### src/rtl/lrf_pkg.sv
// Shared types and constants of the rectangle fill byte stream.
`timescale 1ns / 1ps

package lrf_pkg;

    // Display link command bytes.
    localparam logic [7:0] CMD_COLUMN_WINDOW = 8'h2A;
    localparam logic [7:0] CMD_ROW_WINDOW    = 8'h2B;
    localparam logic [7:0] CMD_MEMORY_WRITE  = 8'h2C;

    // Header byte positions; the pixel phase follows the last header byte.
    localparam logic [3:0] HDR_COL_CMD     = 4'd0;
    localparam logic [3:0] HDR_COL_FIRST_H = 4'd1;
    localparam logic [3:0] HDR_COL_FIRST_L = 4'd2;
    localparam logic [3:0] HDR_COL_LAST_H  = 4'd3;
    localparam logic [3:0] HDR_COL_LAST_L  = 4'd4;
    localparam logic [3:0] HDR_ROW_CMD     = 4'd5;
    localparam logic [3:0] HDR_ROW_FIRST_H = 4'd6;
    localparam logic [3:0] HDR_ROW_FIRST_L = 4'd7;
    localparam logic [3:0] HDR_ROW_LAST_H  = 4'd8;
    localparam logic [3:0] HDR_ROW_LAST_L  = 4'd9;
    localparam logic [3:0] HDR_MEM_CMD     = 4'd10;
    localparam logic [3:0] PIXEL_PHASE     = 4'd11;

    // Colour component order within one pixel.
    localparam logic [1:0] COMP_RED   = 2'd0;
    localparam logic [1:0] COMP_GREEN = 2'd1;
    localparam logic [1:0] COMP_BLUE  = 2'd2;

    // Item kinds.
    localparam logic KIND_START = 1'b0;
    localparam logic KIND_PULL  = 1'b1;

    // Configuration register indexes.
    localparam int         CFG_IDX_W          = 2;
    localparam logic [1:0] CFG_DISPLAY_WIDTH  = 2'd0;
    localparam logic [1:0] CFG_DISPLAY_HEIGHT = 2'd1;

    localparam logic [10:0] DISPLAY_WIDTH_RESET  = 11'd480;
    localparam logic [10:0] DISPLAY_HEIGHT_RESET = 11'd320;

    // Default queue depths.
    localparam int CMD_DEPTH_DEFAULT = 2;
    localparam int RES_DEPTH_DEFAULT = 2;

    typedef struct packed {
        logic                 valid;
        logic [CFG_IDX_W-1:0] index;
        logic [10:0]          data;
    } t_cfg_wr;

    // Classified word passed from the front to the back.
    typedef struct packed {
        logic        kind;
        logic        geom_ok;
        logic [10:0] col_first;
        logic [10:0] col_last;
        logic [10:0] row_first;
        logic [10:0] row_last;
        logic [10:0] width;
        logic [10:0] height;
        logic [15:0] color;
    } t_cmd;

    typedef struct packed {
        logic       byte_valid;
        logic [7:0] out_byte;
        logic       is_data;
        logic       release_select;
        logic       last_byte;
        logic       rejected;
        logic       busy_res;
    } t_res;

endpackage

### src/rtl/lcd_rect_fill_byte_stream.sv
// Top level of the rectangle fill byte stream for a display link.
`timescale 1ns / 1ps

// Channel   | Handshake                          | Payload
// ----------+------------------------------------+---------------------------------------
// input     | push / full (accept: push & !full) | i_kind, i_x_start, i_y_start,
//           |                                    | i_rect_width, i_rect_height, i_fill_color
// result    | empty / pop (accept: pop & !empty) | o_byte_valid, o_out_byte, o_is_data,
//           |                                    | o_release_select, o_last_byte,
//           |                                    | o_rejected, o_busy_res
// config    | i_cfg_valid / o_cfg_ready          | i_cfg_index, i_cfg_data
//
// Every word in gives exactly one result word. The front checks and clips a word
// combinationally, so it lands in the command queue at the accepting edge; the back
// sequencer then writes its result into the result queue, from which it is popped, and a
// full result queue holds the word in the command queue until there is room.
// The sequencer takes one word per cycle while the result queue has room and a word waits.
// Reset is synchronous and active low; it restores the panel size of 480 by 320 and
// leaves the block idle with both queues empty. A stalled result side fills the
// result queue, then the command queue, and then raises full.

module lcd_rect_fill_byte_stream
    import lrf_pkg::*;
#(
    parameter int CMD_DEPTH = CMD_DEPTH_DEFAULT,
    parameter int RES_DEPTH = RES_DEPTH_DEFAULT
) (
    input  logic                 i_clk,
    input  logic                 i_rst_n,
    // Input word channel.
    input  logic                 push,
    output logic                 full,
    input  logic                 i_kind,
    input  logic [15:0]          i_x_start,
    input  logic [15:0]          i_y_start,
    input  logic [15:0]          i_rect_width,
    input  logic [15:0]          i_rect_height,
    input  logic [15:0]          i_fill_color,
    // Result word channel.
    output logic                 empty,
    input  logic                 pop,
    output logic                 o_byte_valid,
    output logic [7:0]           o_out_byte,
    output logic                 o_is_data,
    output logic                 o_release_select,
    output logic                 o_last_byte,
    output logic                 o_rejected,
    output logic                 o_busy_res,
    // Configuration write channel.
    input  logic                 i_cfg_valid,
    output logic                 o_cfg_ready,
    input  logic [CFG_IDX_W-1:0] i_cfg_index,
    input  logic [10:0]          i_cfg_data
);

    t_cfg_wr cfg_wr;
    t_cmd    front_cmd;
    t_cmd    back_cmd;
    t_res    back_res;
    t_res    out_res;
    logic    cmd_empty;
    logic    cmd_pop;
    logic    res_full;
    logic    res_push;

    // The panel size registers take a write in any cycle.
    assign o_cfg_ready  = 1'b1;
    assign cfg_wr.valid = i_cfg_valid;
    assign cfg_wr.index = i_cfg_index;
    assign cfg_wr.data  = i_cfg_data;

    // The front checks and clips each start word as it is pushed.
    lrf_front u_front (
        .i_clk         (i_clk),
        .i_rst_n       (i_rst_n),
        .i_cfg         (cfg_wr),
        .i_kind        (i_kind),
        .i_x_start     (i_x_start),
        .i_y_start     (i_y_start),
        .i_rect_width  (i_rect_width),
        .i_rect_height (i_rect_height),
        .i_fill_color  (i_fill_color),
        .o_cmd         (front_cmd)
    );

    // Classified words wait here until the sequencer can take them.
    lrf_fifo #(
        .WIDTH ($bits(t_cmd)),
        .DEPTH (CMD_DEPTH)
    ) u_cmd_fifo (
        .i_clk   (i_clk),
        .i_rst_n (i_rst_n),
        .i_push  (push),
        .i_data  (front_cmd),
        .o_full  (full),
        .i_pop   (cmd_pop),
        .o_data  (back_cmd),
        .o_empty (cmd_empty)
    );

    // The sequencer owns the rectangle state and emits one result per word.
    lrf_back u_back (
        .i_clk       (i_clk),
        .i_rst_n     (i_rst_n),
        .i_cmd       (back_cmd),
        .i_cmd_empty (cmd_empty),
        .o_cmd_pop   (cmd_pop),
        .i_res_full  (res_full),
        .o_res_push  (res_push),
        .o_res       (back_res)
    );

    // Results queue up here so that the sequencer keeps going while the consumer stalls.
    lrf_fifo #(
        .WIDTH ($bits(t_res)),
        .DEPTH (RES_DEPTH)
    ) u_res_fifo (
        .i_clk   (i_clk),
        .i_rst_n (i_rst_n),
        .i_push  (res_push),
        .i_data  (back_res),
        .o_full  (res_full),
        .i_pop   (pop),
        .o_data  (out_res),
        .o_empty (empty)
    );

    assign o_byte_valid     = out_res.byte_valid;
    assign o_out_byte       = out_res.out_byte;
    assign o_is_data        = out_res.is_data;
    assign o_release_select = out_res.release_select;
    assign o_last_byte      = out_res.last_byte;
    assign o_rejected       = out_res.rejected;
    assign o_busy_res       = out_res.busy_res;

endmodule

### src/rtl/lrf_fifo.sv
// Small register queue used between the front, the back and the result port.
`timescale 1ns / 1ps

module lrf_fifo #(
    parameter int WIDTH = 8,
    parameter int DEPTH = 2
) (
    input  logic             i_clk,
    input  logic             i_rst_n,
    input  logic             i_push,
    input  logic [WIDTH-1:0] i_data,
    output logic             o_full,
    input  logic             i_pop,
    output logic [WIDTH-1:0] o_data,
    output logic             o_empty
);

    localparam int PTR_W = (DEPTH > 1) ? $clog2(DEPTH) : 1;
    localparam int CNT_W = $clog2(DEPTH + 1);

    logic [WIDTH-1:0] r_mem [DEPTH];
    logic [PTR_W-1:0] r_wr_ptr, n_wr_ptr;
    logic [PTR_W-1:0] r_rd_ptr, n_rd_ptr;
    logic [CNT_W-1:0] r_count, n_count;
    logic             do_push;
    logic             do_pop;

    assign o_full  = (r_count == CNT_W'(DEPTH));
    assign o_empty = (r_count == '0);
    assign do_push = i_push && !o_full;
    assign do_pop  = i_pop && !o_empty;
    assign o_data  = r_mem[r_rd_ptr];

    always_comb begin
        n_wr_ptr = r_wr_ptr;
        n_rd_ptr = r_rd_ptr;
        n_count  = r_count;
        if (do_push) begin
            n_wr_ptr = (r_wr_ptr == PTR_W'(DEPTH - 1)) ? '0 : r_wr_ptr + 1'b1;
        end
        if (do_pop) begin
            n_rd_ptr = (r_rd_ptr == PTR_W'(DEPTH - 1)) ? '0 : r_rd_ptr + 1'b1;
        end
        if (do_push && !do_pop) begin
            n_count = r_count + 1'b1;
        end else if (do_pop && !do_push) begin
            n_count = r_count - 1'b1;
        end
    end

    always_ff @(posedge i_clk) begin
        if (!i_rst_n) begin
            r_wr_ptr <= '0;
            r_rd_ptr <= '0;
            r_count  <= '0;
        end else begin
            r_wr_ptr <= n_wr_ptr;
            r_rd_ptr <= n_rd_ptr;
            r_count  <= n_count;
        end
    end

    always_ff @(posedge i_clk) begin
        if (do_push) begin
            r_mem[r_wr_ptr] <= i_data;
        end
    end

endmodule

### src/rtl/lrf_front.sv
// Front end: panel size registers, rectangle checks and clipping of start words.
`timescale 1ns / 1ps

module lrf_front
    import lrf_pkg::*;
(
    input  logic        i_clk,
    input  logic        i_rst_n,
    input  t_cfg_wr     i_cfg,
    input  logic        i_kind,
    input  logic [15:0] i_x_start,
    input  logic [15:0] i_y_start,
    input  logic [15:0] i_rect_width,
    input  logic [15:0] i_rect_height,
    input  logic [15:0] i_fill_color,
    output t_cmd        o_cmd
);

    logic [10:0] r_disp_w;
    logic [10:0] r_disp_h;
    logic [16:0] x_end;
    logic [16:0] y_end;
    logic [10:0] w_clip;
    logic [10:0] h_clip;
    logic        x_ok;
    logic        y_ok;

    always_ff @(posedge i_clk) begin
        if (!i_rst_n) begin
            r_disp_w <= DISPLAY_WIDTH_RESET;
            r_disp_h <= DISPLAY_HEIGHT_RESET;
        end else if (i_cfg.valid) begin
            case (i_cfg.index)
                CFG_DISPLAY_WIDTH:  r_disp_w <= i_cfg.data;
                CFG_DISPLAY_HEIGHT: r_disp_h <= i_cfg.data;
                default: ;
            endcase
        end
    end

    // A start must begin on the panel and have nonzero size.
    assign x_ok  = (i_x_start < {5'd0, r_disp_w}) && (i_rect_width != '0);
    assign y_ok  = (i_y_start < {5'd0, r_disp_h}) && (i_rect_height != '0);
    assign x_end = {1'b0, i_x_start} + {1'b0, i_rect_width};
    assign y_end = {1'b0, i_y_start} + {1'b0, i_rect_height};

    // When the start is on the panel, the clipped size fits in 11 bits.
    always_comb begin
        if (x_end > {6'd0, r_disp_w}) begin
            w_clip = r_disp_w - i_x_start[10:0];
        end else begin
            w_clip = i_rect_width[10:0];
        end
        if (y_end > {6'd0, r_disp_h}) begin
            h_clip = r_disp_h - i_y_start[10:0];
        end else begin
            h_clip = i_rect_height[10:0];
        end
    end

    always_comb begin
        o_cmd.kind      = i_kind;
        o_cmd.geom_ok   = x_ok && y_ok;
        o_cmd.col_first = i_x_start[10:0];
        o_cmd.col_last  = i_x_start[10:0] + w_clip - 11'd1;
        o_cmd.row_first = i_y_start[10:0];
        o_cmd.row_last  = i_y_start[10:0] + h_clip - 11'd1;
        o_cmd.width     = w_clip;
        o_cmd.height    = h_clip;
        o_cmd.color     = i_fill_color;
    end

endmodule

### src/rtl/lrf_back.sv
// Back end: header and pixel byte sequencer that turns each word into one result.
`timescale 1ns / 1ps

module lrf_back
    import lrf_pkg::*;
(
    input  logic i_clk,
    input  logic i_rst_n,
    input  t_cmd i_cmd,
    input  logic i_cmd_empty,
    output logic o_cmd_pop,
    input  logic i_res_full,
    output logic o_res_push,
    output t_res o_res
);

    logic        r_active, n_active;
    logic [3:0]  r_hdr_idx, n_hdr_idx;
    logic [1:0]  r_comp, n_comp;
    logic [10:0] r_col_cnt, n_col_cnt;
    logic [10:0] r_row_cnt, n_row_cnt;
    logic [10:0] r_col_first, n_col_first;
    logic [10:0] r_col_last, n_col_last;
    logic [10:0] r_row_first, n_row_first;
    logic [10:0] r_row_last, n_row_last;
    logic [10:0] r_width, n_width;
    logic [15:0] r_color, n_color;
    logic        step;
    logic [7:0]  hdr_byte;
    logic        hdr_is_data;
    logic [7:0]  pix_byte;

    assign step       = !i_cmd_empty && !i_res_full;
    assign o_cmd_pop  = step;
    assign o_res_push = step;

    always_comb begin
        hdr_is_data = 1'b1;
        unique case (r_hdr_idx)
            HDR_COL_CMD: begin
                hdr_byte    = CMD_COLUMN_WINDOW;
                hdr_is_data = 1'b0;
            end
            HDR_COL_FIRST_H: hdr_byte = {5'd0, r_col_first[10:8]};
            HDR_COL_FIRST_L: hdr_byte = r_col_first[7:0];
            HDR_COL_LAST_H:  hdr_byte = {5'd0, r_col_last[10:8]};
            HDR_COL_LAST_L:  hdr_byte = r_col_last[7:0];
            HDR_ROW_CMD: begin
                hdr_byte    = CMD_ROW_WINDOW;
                hdr_is_data = 1'b0;
            end
            HDR_ROW_FIRST_H: hdr_byte = {5'd0, r_row_first[10:8]};
            HDR_ROW_FIRST_L: hdr_byte = r_row_first[7:0];
            HDR_ROW_LAST_H:  hdr_byte = {5'd0, r_row_last[10:8]};
            HDR_ROW_LAST_L:  hdr_byte = r_row_last[7:0];
            default: begin
                hdr_byte    = CMD_MEMORY_WRITE;
                hdr_is_data = 1'b0;
            end
        endcase
    end

    always_comb begin
        unique case (r_comp)
            COMP_RED:   pix_byte = {r_color[15:11], 3'd0};
            COMP_GREEN: pix_byte = {r_color[10:5], 2'd0};
            default:    pix_byte = {r_color[4:0], 3'd0};
        endcase
    end

    always_comb begin
        n_active    = r_active;
        n_hdr_idx   = r_hdr_idx;
        n_comp      = r_comp;
        n_col_cnt   = r_col_cnt;
        n_row_cnt   = r_row_cnt;
        n_col_first = r_col_first;
        n_col_last  = r_col_last;
        n_row_first = r_row_first;
        n_row_last  = r_row_last;
        n_width     = r_width;
        n_color     = r_color;
        o_res       = '0;
        if (step) begin
            if (i_cmd.kind == KIND_START) begin
                if (r_active || !i_cmd.geom_ok) begin
                    o_res.rejected = 1'b1;
                end else begin
                    n_active    = 1'b1;
                    n_hdr_idx   = HDR_COL_CMD;
                    n_comp      = COMP_RED;
                    n_col_first = i_cmd.col_first;
                    n_col_last  = i_cmd.col_last;
                    n_row_first = i_cmd.row_first;
                    n_row_last  = i_cmd.row_last;
                    n_col_cnt   = i_cmd.width;
                    n_row_cnt   = i_cmd.height;
                    n_width     = i_cmd.width;
                    n_color     = i_cmd.color;
                end
            end else if (r_active) begin
                o_res.byte_valid = 1'b1;
                if (r_hdr_idx < PIXEL_PHASE) begin
                    o_res.out_byte       = hdr_byte;
                    o_res.is_data        = hdr_is_data;
                    o_res.release_select = 1'b1;
                    n_hdr_idx            = r_hdr_idx + 4'd1;
                end else begin
                    o_res.out_byte = pix_byte;
                    o_res.is_data  = 1'b1;
                    if (r_comp != COMP_BLUE) begin
                        n_comp = r_comp + 2'd1;
                    end else begin
                        n_comp = COMP_RED;
                        if (r_col_cnt > 11'd1) begin
                            n_col_cnt = r_col_cnt - 11'd1;
                        end else if (r_row_cnt > 11'd1) begin
                            n_row_cnt = r_row_cnt - 11'd1;
                            n_col_cnt = r_width;
                        end else begin
                            n_col_cnt            = '0;
                            n_row_cnt            = '0;
                            o_res.last_byte      = 1'b1;
                            o_res.release_select = 1'b1;
                            n_active             = 1'b0;
                            n_hdr_idx            = HDR_COL_CMD;
                        end
                    end
                end
            end
            o_res.busy_res = n_active;
        end
    end

    always_ff @(posedge i_clk) begin
        if (!i_rst_n) begin
            r_active  <= 1'b0;
            r_hdr_idx <= HDR_COL_CMD;
            r_comp    <= COMP_RED;
            r_col_cnt <= '0;
            r_row_cnt <= '0;
        end else begin
            r_active  <= n_active;
            r_hdr_idx <= n_hdr_idx;
            r_comp    <= n_comp;
            r_col_cnt <= n_col_cnt;
            r_row_cnt <= n_row_cnt;
        end
    end

    always_ff @(posedge i_clk) begin
        r_col_first <= n_col_first;
        r_col_last  <= n_col_last;
        r_row_first <= n_row_first;
        r_row_last  <= n_row_last;
        r_width     <= n_width;
        r_color     <= n_color;
    end

    a_last_ends_burst: assert property (@(posedge i_clk) disable iff (!i_rst_n)
        (o_res_push && o_res.last_byte) |=> !r_active)
        else $error("rectangle still active after its last byte");

    a_last_flags: assert property (@(posedge i_clk) disable iff (!i_rst_n)
        (o_res_push && o_res.last_byte) |->
            (o_res.release_select && o_res.is_data && !o_res.busy_res))
        else $error("last byte without release and data flags");

    a_reject_no_byte: assert property (@(posedge i_clk) disable iff (!i_rst_n)
        (o_res_push && o_res.rejected) |-> !o_res.byte_valid)
        else $error("rejected start produced a byte");

    a_pixel_counts_live: assert property (@(posedge i_clk) disable iff (!i_rst_n)
        (r_active && r_hdr_idx == PIXEL_PHASE) |->
            (r_col_cnt != '0 && r_row_cnt != '0 && r_comp != 2'd3))
        else $error("pixel phase with exhausted counters");

endmodule
### config.mk
export PLATFORM = sky130hd
export DESIGN_NAME = lcd_rect_fill_byte_stream
export DESIGN_NICKNAME = d
export VERILOG_FILES = /design/src/rtl/lrf_pkg.sv /design/src/rtl/lcd_rect_fill_byte_stream.sv /design/src/rtl/lrf_fifo.sv /design/src/rtl/lrf_front.sv /design/src/rtl/lrf_back.sv
export SDC_FILE = /design/constraint.sdc
export NUM_CORES = 1
export LEC_CHECK = 0
export BUFFER_PORTS_ARGS = -buffer_cell sky130_fd_sc_hd__buf_2
export CORE_MARGIN = 5
export CORE_UTILIZATION = 60
export CTS_BUF_LIST = sky130_fd_sc_hd__clkbuf_2
export CTS_CLUSTER_DIAMETER = 60
export DETAILED_ROUTE_END_ITERATION = 16
export PLACE_DENSITY_LB_ADDON = 0.25
export SLEW_MARGIN = 40
export SYNTH_ARGS = -nofsm -noshare
export SYNTH_HDL_FRONTEND = slang
export SYNTH_SLANG_ARGS = --single-unit
### constraint.sdc
create_clock -name i_clk -period 10.1 [get_ports i_clk]
set_input_delay 0 -clock i_clk [delete_from_list [all_inputs] [get_ports i_clk]]
set_output_delay 0 -clock i_clk [all_outputs]
set_load 0.005 [all_outputs]
After elaboration in Yosys (flattened, before gate mapping)
Memories as Yosys holds them, arrays and structs flattened. A register that Yosys moved wholly into a read port is not among the register bits.
Index checks and enable logic that the tools add are counted.
{"block": "op_classes", "add_sub_neg": 20, "n_lt_le_gt_ge": 7, "n_eq_ne": 22, "n_mux": 64, "bitwise_logic": 2, "reduce_logical": 39}
{"operator": "$mux W11", "n": 16}
{"operator": "$pmux W8 S10", "n": 1}
{"operator": "$sub A11 B1 Y11 const B", "n": 4}
{"operator": "$add A16 B16 Y17", "n": 2}
{"operator": "$gt A17 B11 Y1", "n": 2}
{"operator": "$lt A16 B11 Y1", "n": 2}
{"operator": "$reduce_bool A16 Y1", "n": 2}
{"operator": "$mux W4", "n": 7}
{"operator": "$mux W12", "n": 2}
{"operator": "$mux W2", "n": 12}
{"operator": "$mux W1", "n": 23}
{"operator": "$add A11 B11 Y11", "n": 2}
{"operator": "$gt A11 B1 Y1 const B", "n": 2}
{"operator": "$sub A11 B11 Y11", "n": 2}
{"operator": "$eq A4 B3 Y1 const B", "n": 4}
{"operator": "$pmux W8 S2", "n": 1}
{"operator": "$mux W14", "n": 1}
{"operator": "$logic_and A1 B1 Y1", "n": 12}
{"operator": "$reduce_and A6 Y1", "n": 2}
{"operator": "$mux W10", "n": 1}
{"operator": "$ne A2 B2 Y1 const B", "n": 5}
{"operator": "$logic_not A1 Y1", "n": 9}
{"operator": "$ne A3 B3 Y1 const B", "n": 3}
{"operator": "$eq A4 B2 Y1 const B", "n": 2}
{"operator": "other kinds (20)", "n": 35}
{"block": "word_totals", "register_bits": 130, "mem_bits_rw": 196, "inputBits": 99, "output_inout_bits": 17, "word_cells": 175, "memories": 2}
{"memory": "u_cmd_fifo.r_mem", "depth": 2, "width": 84, "read_ports": 1, "rd_clocked_by_memory_dff": 1, "write_ports": 1, "line": "lrf_fifo.sv:21", "source": "logic [WIDTH-1:0] r_mem [DEPTH];"}
{"memory": "u_res_fifo.r_mem", "depth": 2, "width": 14, "read_ports": 1, "rd_clocked_by_memory_dff": 1, "write_ports": 1, "line": "lrf_fifo.sv:21"}

Longest topological paths before layout
{"block": "logic_depth", "word_depth": 8, "mapped_depth": 35, "depth_no_buf": 34}

Cells and area by module
From an unflattened synthesis, not the netlist that was laid out.
{"block": "unflattened", "hier_cells": 1587, "area_unflattened_um2": 18411.4}
{"mod": "lrf_fifo at u_cmd_fifo", "instances": 1, "cells_per_inst": 286, "area_each_um2": 6309.8, "seq_area_each_um2": 5144.9}
{"mod": "lrf_front", "instances": 1, "cells_per_inst": 802, "area_each_um2": 6108.4, "seq_area_each_um2": 440.4}
{"mod": "lrf_back", "instances": 1, "cells_per_inst": 429, "area_each_um2": 4744.6, "seq_area_each_um2": 2712.6}
{"mod": "lrf_fifo at u_res_fifo", "instances": 1, "cells_per_inst": 68, "area_each_um2": 1237.4, "seq_area_each_um2": 940.9}
{"mod": "lcd_rect_fill_byte_stream", "instances": 1, "cells_per_inst": 2, "area_each_um2": 11.3, "seq_area_each_um2": 0.0}

Least setup slack after synthesis
No wires, ideal clock.
{"block": "synth_path", "path_type": "flip-flop to flip-flop", "start": "reg (tool-made name)", "end": "reg u_back.r_col_first[0] (enable)", "setup_ns": 0.675, "t_arrival_ns": 7.939, "required_time_ns": 9.425, "path_slack_ns": 1.486, "stages_incl_launch_ff": 5, "n_path_buf": 2, "synth_period_minus_slack_ns": 8.614, "path_cell_list": "dfxtp_1 mux2_2 clkbuf_1 clkbuf_1 nor4_1"}
{"item": "end signal, assigned", "line": "lrf_back.sv:152", "source": "r_col_first <= n_col_first;"}
{"item": "end, declared", "line": "lrf_back.sv:22", "source": "logic [10:0] r_col_first, n_col_first;"}

==> impl.org <==
** Floorplan
- The floorplan step set the die height to around 180 um.
- In this run the core area contains 62 standard-cell rows.
- Width of the chip :: 181 um
- Placeable core region :: 28800 um^2
- The initial utilization of the core area, before any placement, comes to around three fifths.
- Area enclosed by the die boundary :: approximately 33000 um^2
- Boundary pin count :: between 100 and 150

** Global route
- For this run the aggregate overflow at the end of global routing stands at 0.
- Via count of the first global-routing pass :: 13300
- Across every metal layer, demand over resource in global routing totals 25.4%.
- Entering global routing, the biggest net connects between 40 and 50 pins.
- First-pass GRT wire length :: just under 70 mm
- Initial antenna violation count :: 3

** Placed design
- Post-detail-place hpwl :: about 28 mm
- Area after detailed placement :: about 18000 um^2
- During placement, the flow inserted port buffers numbering approximately 110.
- At the end of routability-driven placement, the weighted congestion stood at about 0.94.
- Before CTS, the worst setup slack after placement is about 3.2 ns.

** Clock network
- The later pin in the worst-skew pair is clocked with a latency of about 0.88 ns.
- CTS tree :: done
- The clock drives approximately 330 sinks.
- The clock passes through at most 3 buffers.
- The number of setup buffers added after CTS is 0.
- Number of CTS-inserted buffers :: around 80
- H-tree lvl count :: 3
- The tree is rooted in a clkbuf_2.
- After clock tree synthesis, the clock-pin slew on the worst setup and hold paths is ~0.11 ns.

** Worst setup path
- The setup path with the least slack is of type primary input to register.
- Worst Setup End Kind :: register
- Data arrives at the worst endpoint at between 7 and 8 ns.
- Most frequent CP cell :: ha_1
- At the worst endpoint, the required time is between 10 and 15 ns.
- In this design, the stage delay of the slowest critical-path cell is roughly 0.66 ns.
- On the critical path, the stage with the largest delay is an instance of a211oi_4.
- The worst setup path is launched from a primary input.
- Of all nets on the critical path, the largest fanout is 12.

** Finish
- Layout filler cell count :: a little under 2000
- The net count of the finished layout is 2061.
- After routing the design area is between 20000 and 25000 um^2.
- The multi-input combinational cells in the finished layout cover a total of ~7600 um^2.
- In the final layout, the share of cells above drive strength 1 is 19.3%.
- Flip-flop and latch area :: about 9000 um^2
- Relative to the synthesized area, the layout overhead comes to 18.9%.

** Drt
- After detailed routing, the number of remaining DRC violations is 0.
- DRT iter0 DRCs :: about 900
- Dividing the detail-routed via count by the number of cells gives ~5.7.
- Met2 wire len :: 20.6 mm
- Post-route met1 wirelength :: 17.1 mm
- Number of iterations in the first detailed-routing pass :: 5
- Routed wire length :: roughly 42 mm
- Vias after detailed routing :: between 10000 and 15000
- DR WL/cell :: 18.6 um
- Max layer used :: met5
- Met3 wirelength from detailed routing :: ~2.8 mm
- Number of nets still failing antenna checks after routing :: 0

** Run status
- The flow ran to the end, and the final reports show no timing, DRC or antenna violations.

** Power and ir drop
- Max rail drop VDD :: roughly 0.12 mV
- PD cells :: approximately 200 nW/um^2
- The share of total power dissipated in sequential elements is a little under half.
- Leak Pwr :: ~8.4 nW
- The internal power of the cells totals about 0.0028 W.
- Switching Share :: between 30% and 40%
- The design draws about 0.0042 W.
- The analysis attributes to net switching a power of 0.00142 W.
- Fraction of power consumed by the clock network :: about a fifth
- Of the total power, combinational logic draws 32.7%.

** Yosys
- Predominant post-synthesis flop cell :: edfxtp_1
- Cell taking the most area after synthesis :: edfxtp_1
- A synthesized cell averages roughly 12 um^2.
- For this run, the number of Yosys warnings is 0.
- Net count after synthesis :: about 1800
- Number of enable-type register cells in the synthesized netlist :: ~270
- The share of synthesized area in the top cell type comes to roughly 46%.
- Async set or reset register ratio after synthesis :: 0%
- Sorting the synthesized cells by area gives the leading types as edfxtp_1 46%, ha_1 10%, dfxtp_1 7.0%, mux2_2 6.0%, inv_1 2.9%.
- Counting distinct cell types in the post-synthesis netlist gives 73.
- In this run, synthesis produced a sequential element count of between 300 and 400.
- Sequential fraction of the synthesis area :: between 50% and 60%
- Gate count after technology mapping :: roughly 1500
- Post-Syn Area :: about 18000 um^2

** STA
- Dividing the final minimum period by the clock period gives ~72%.
- The number of slew-limit violations in the final report is 0.
- Hold is met by 0.150 ns.
- For the pin with the worst max-slew slack, the measured transition is between 0.8 and 0.9 ns.
- Number of setup violations in the final report :: 0
- Post-route setup slack :: approximately 2.8 ns
- Clock skew after layout :: 0.0849 ns
- Max Clock Freq :: roughly 0.14 GHz
- Setup repair after global routing left no endpoint under its margin.
- Adding up every negative setup slack in the final design gives 0 ns.
- Worst relative slew slack :: a little under half
- The total count of hold-check failures in the final report was 0.
- Clock period minus worst slack :: approximately 7.3 ns

** Hold path
- Worst hold path class :: primary input to register

** Run
- Across the run, the number of max-cap violations was 0.
-- synthesized netlist by cell type, types with 4 or more instances --
library cell,n
nor2b_1,16
fa_1,6
mux2i_1,38
buf_1,8
clkbuf_1,40
o21bai_1,10
inv_1,137
o21a_1,14
xnor2_1,55
a32oi_1,5
nand2_1,95
edfxtp_1,267
or4_1,6
a31oi_1,5
and3_1,4
nor2_1,95
a21o_1,23
ha_1,144
xor2_1,20
a221oi_1,5
a211oi_1,13
a21oi_1,70
o211a_1,5
and2_1,7
o22ai_1,5
a22oi_1,16
a31o_2,4
dfxtp_1,61
nand3_1,28
a21boi_0,12
o21ai_0,60
a311oi_1,8
mux2_2,93
o211ai_1,17
nand4_1,10
or3_1,7
nor3_1,19
nand2b_1,9
nor4_1,16
-- metrics by stage --
| step | instances | util [%] |
|---|---|---|
| global placement | 1957 | 64.2 |
| global route | 2259 | 72.4 |
| floorplan | 1501 | - |
| detailed placement | 1957 | 64.2 |
| CTS | 2257 | 72.4 |
| finish | 2259 | 72.4 |
-- worst paths after layout --
kind / start / to / slack [ns] / cells past startpoint
min: i_rect_width[6] / u_cmd_fifo.r_mem[0][33] / 0.15 / 4
max: i_y_start[0] / u_cmd_fifo.r_mem[1][48] / 2.80 / 34
max reg2reg: u_front.r_disp_h[3] / u_cmd_fifo.r_mem[1][48] / 3.48 / 25
min reg2reg: u_cmd_fifo.r_count[1] / u_cmd_fifo.r_count[1] / 0.51 / 2
-- power by group through the flow --
| stage | sequential [W] | clock [W] | combinational, W |
|---|---|---|---|
| detailed placement | 0.00198 | 0 | 0.00131 |
| finish | 0.00195 | 0.000895 | 0.00138 |
| floorplan | 0.00194 | 0 | 0.000989 |
| CTS | 0.00195 | 0.000910 | 0.00137 |
| global placement | 0.00196 | 0 | 0.00128 |
| global route | 0.00197 | 0.000992 | 0.00152 |
-- layout by cell type, fill, tap and decap left out, drive strengths merged, types with 6 or more instances in the layout --
master and instances:
xnor2 55, nand3 28, nand2 95, or3 7
buf 124, a211oi 16, a311oi 8, dlygate4sd3 159
nor3 19, a22oi 16, clkinv 23, o21ai 62
a21boi 12, nand4 10, xor2 20, nor2b 16
o21bai 10, mux2 97, a21oi 71, clkbuf 114
ha 144, dfxtp 61, nor2 95, o211ai 17
inv 141, o21a 14, mux2i 38, and2 7
a21o 23, edfxtp 267, fa 6, nor4 16
nand2b 9, or4 7
-- what timing repair did --
| action | CTS | global route |
|---|---|---|
| endpoints found under the hold margin | 263 | 0 |
| resized for setup | 0 | 0 |
| hold buffers | 159 | 0 |
-- cells by family (layout without fill, tap and decap cells) --
logic type               after synthesis  after routing  share of synthesized area, %
flip-flops                           328            328                          52.7
AO/OA/AOI/OAI                        297            297                          11.3
buffers and inverters                192            564                          4.22
adder cells (fa/ha/maj)              150            150                          11.0
AND/OR/NAND/NOR                      323            323                          8.65
XOR/XNOR                              75             75                          3.75
other                                  1              3                        0.0214
multiplexers                         135            135                          8.44
-- per-layer routing --
metal | GRT usage (%) | vias to the layer above
li1 | - | 6185
met1 | 31.3 | 6034
met2 | 43.5 | 502
met3 | 5.47 | 120
met4 | 11.0 | 2
met5 | 0 | -
-- layout make-up --
class / instances / share of cell area, %
Antenna cell: 2 / 0.0240
Clock buffer: 114 / 2.74
Clock inverter: 27 / 0.900
Inverter: 140 / 2.52
Multi-Input combinational cell: 981 / 36.4
Sequential cell: 328 / 44.3
Tap cell: 384 / 2.30
Timing Repair Buffer: 283 / 10.7
-- flip-flops by register name (all words and copies together), names as in the netlist, 2 cells and up, named ones only --
signal / flops
u_res_fifo.r_mem: 28
u_back.r_col_last: 11
u_cmd_fifo.r_count: 2
u_res_fifo.r_count: 2
u_back.r_hdr_idx: 4
u_back.r_width: 11
u_back.r_row_first: 11
u_back.r_comp: 2
u_front.r_disp_h: 11
u_cmd_fifo.r_mem: 168
u_back.r_row_last: 11
u_back.r_col_cnt: 11
u_back.r_row_cnt: 11
u_front.r_disp_w: 11
u_back.r_color: 16
u_back.r_col_first: 11
-- critical path: cells and delay by family --
| family | cells | cell delay (ns) |
|---|---|---|
| xor+xnor | 2 | 0.25 |
| fa+ha+maj | 5 | 1.25 |
| mux | 1 | 0.41 |
| simple gates | 7 | 1.21 |
| compound gates | 13 | 3.21 |
| buf+inv | 6 | 1.53 |
Power figures use the tool's default switching activity.
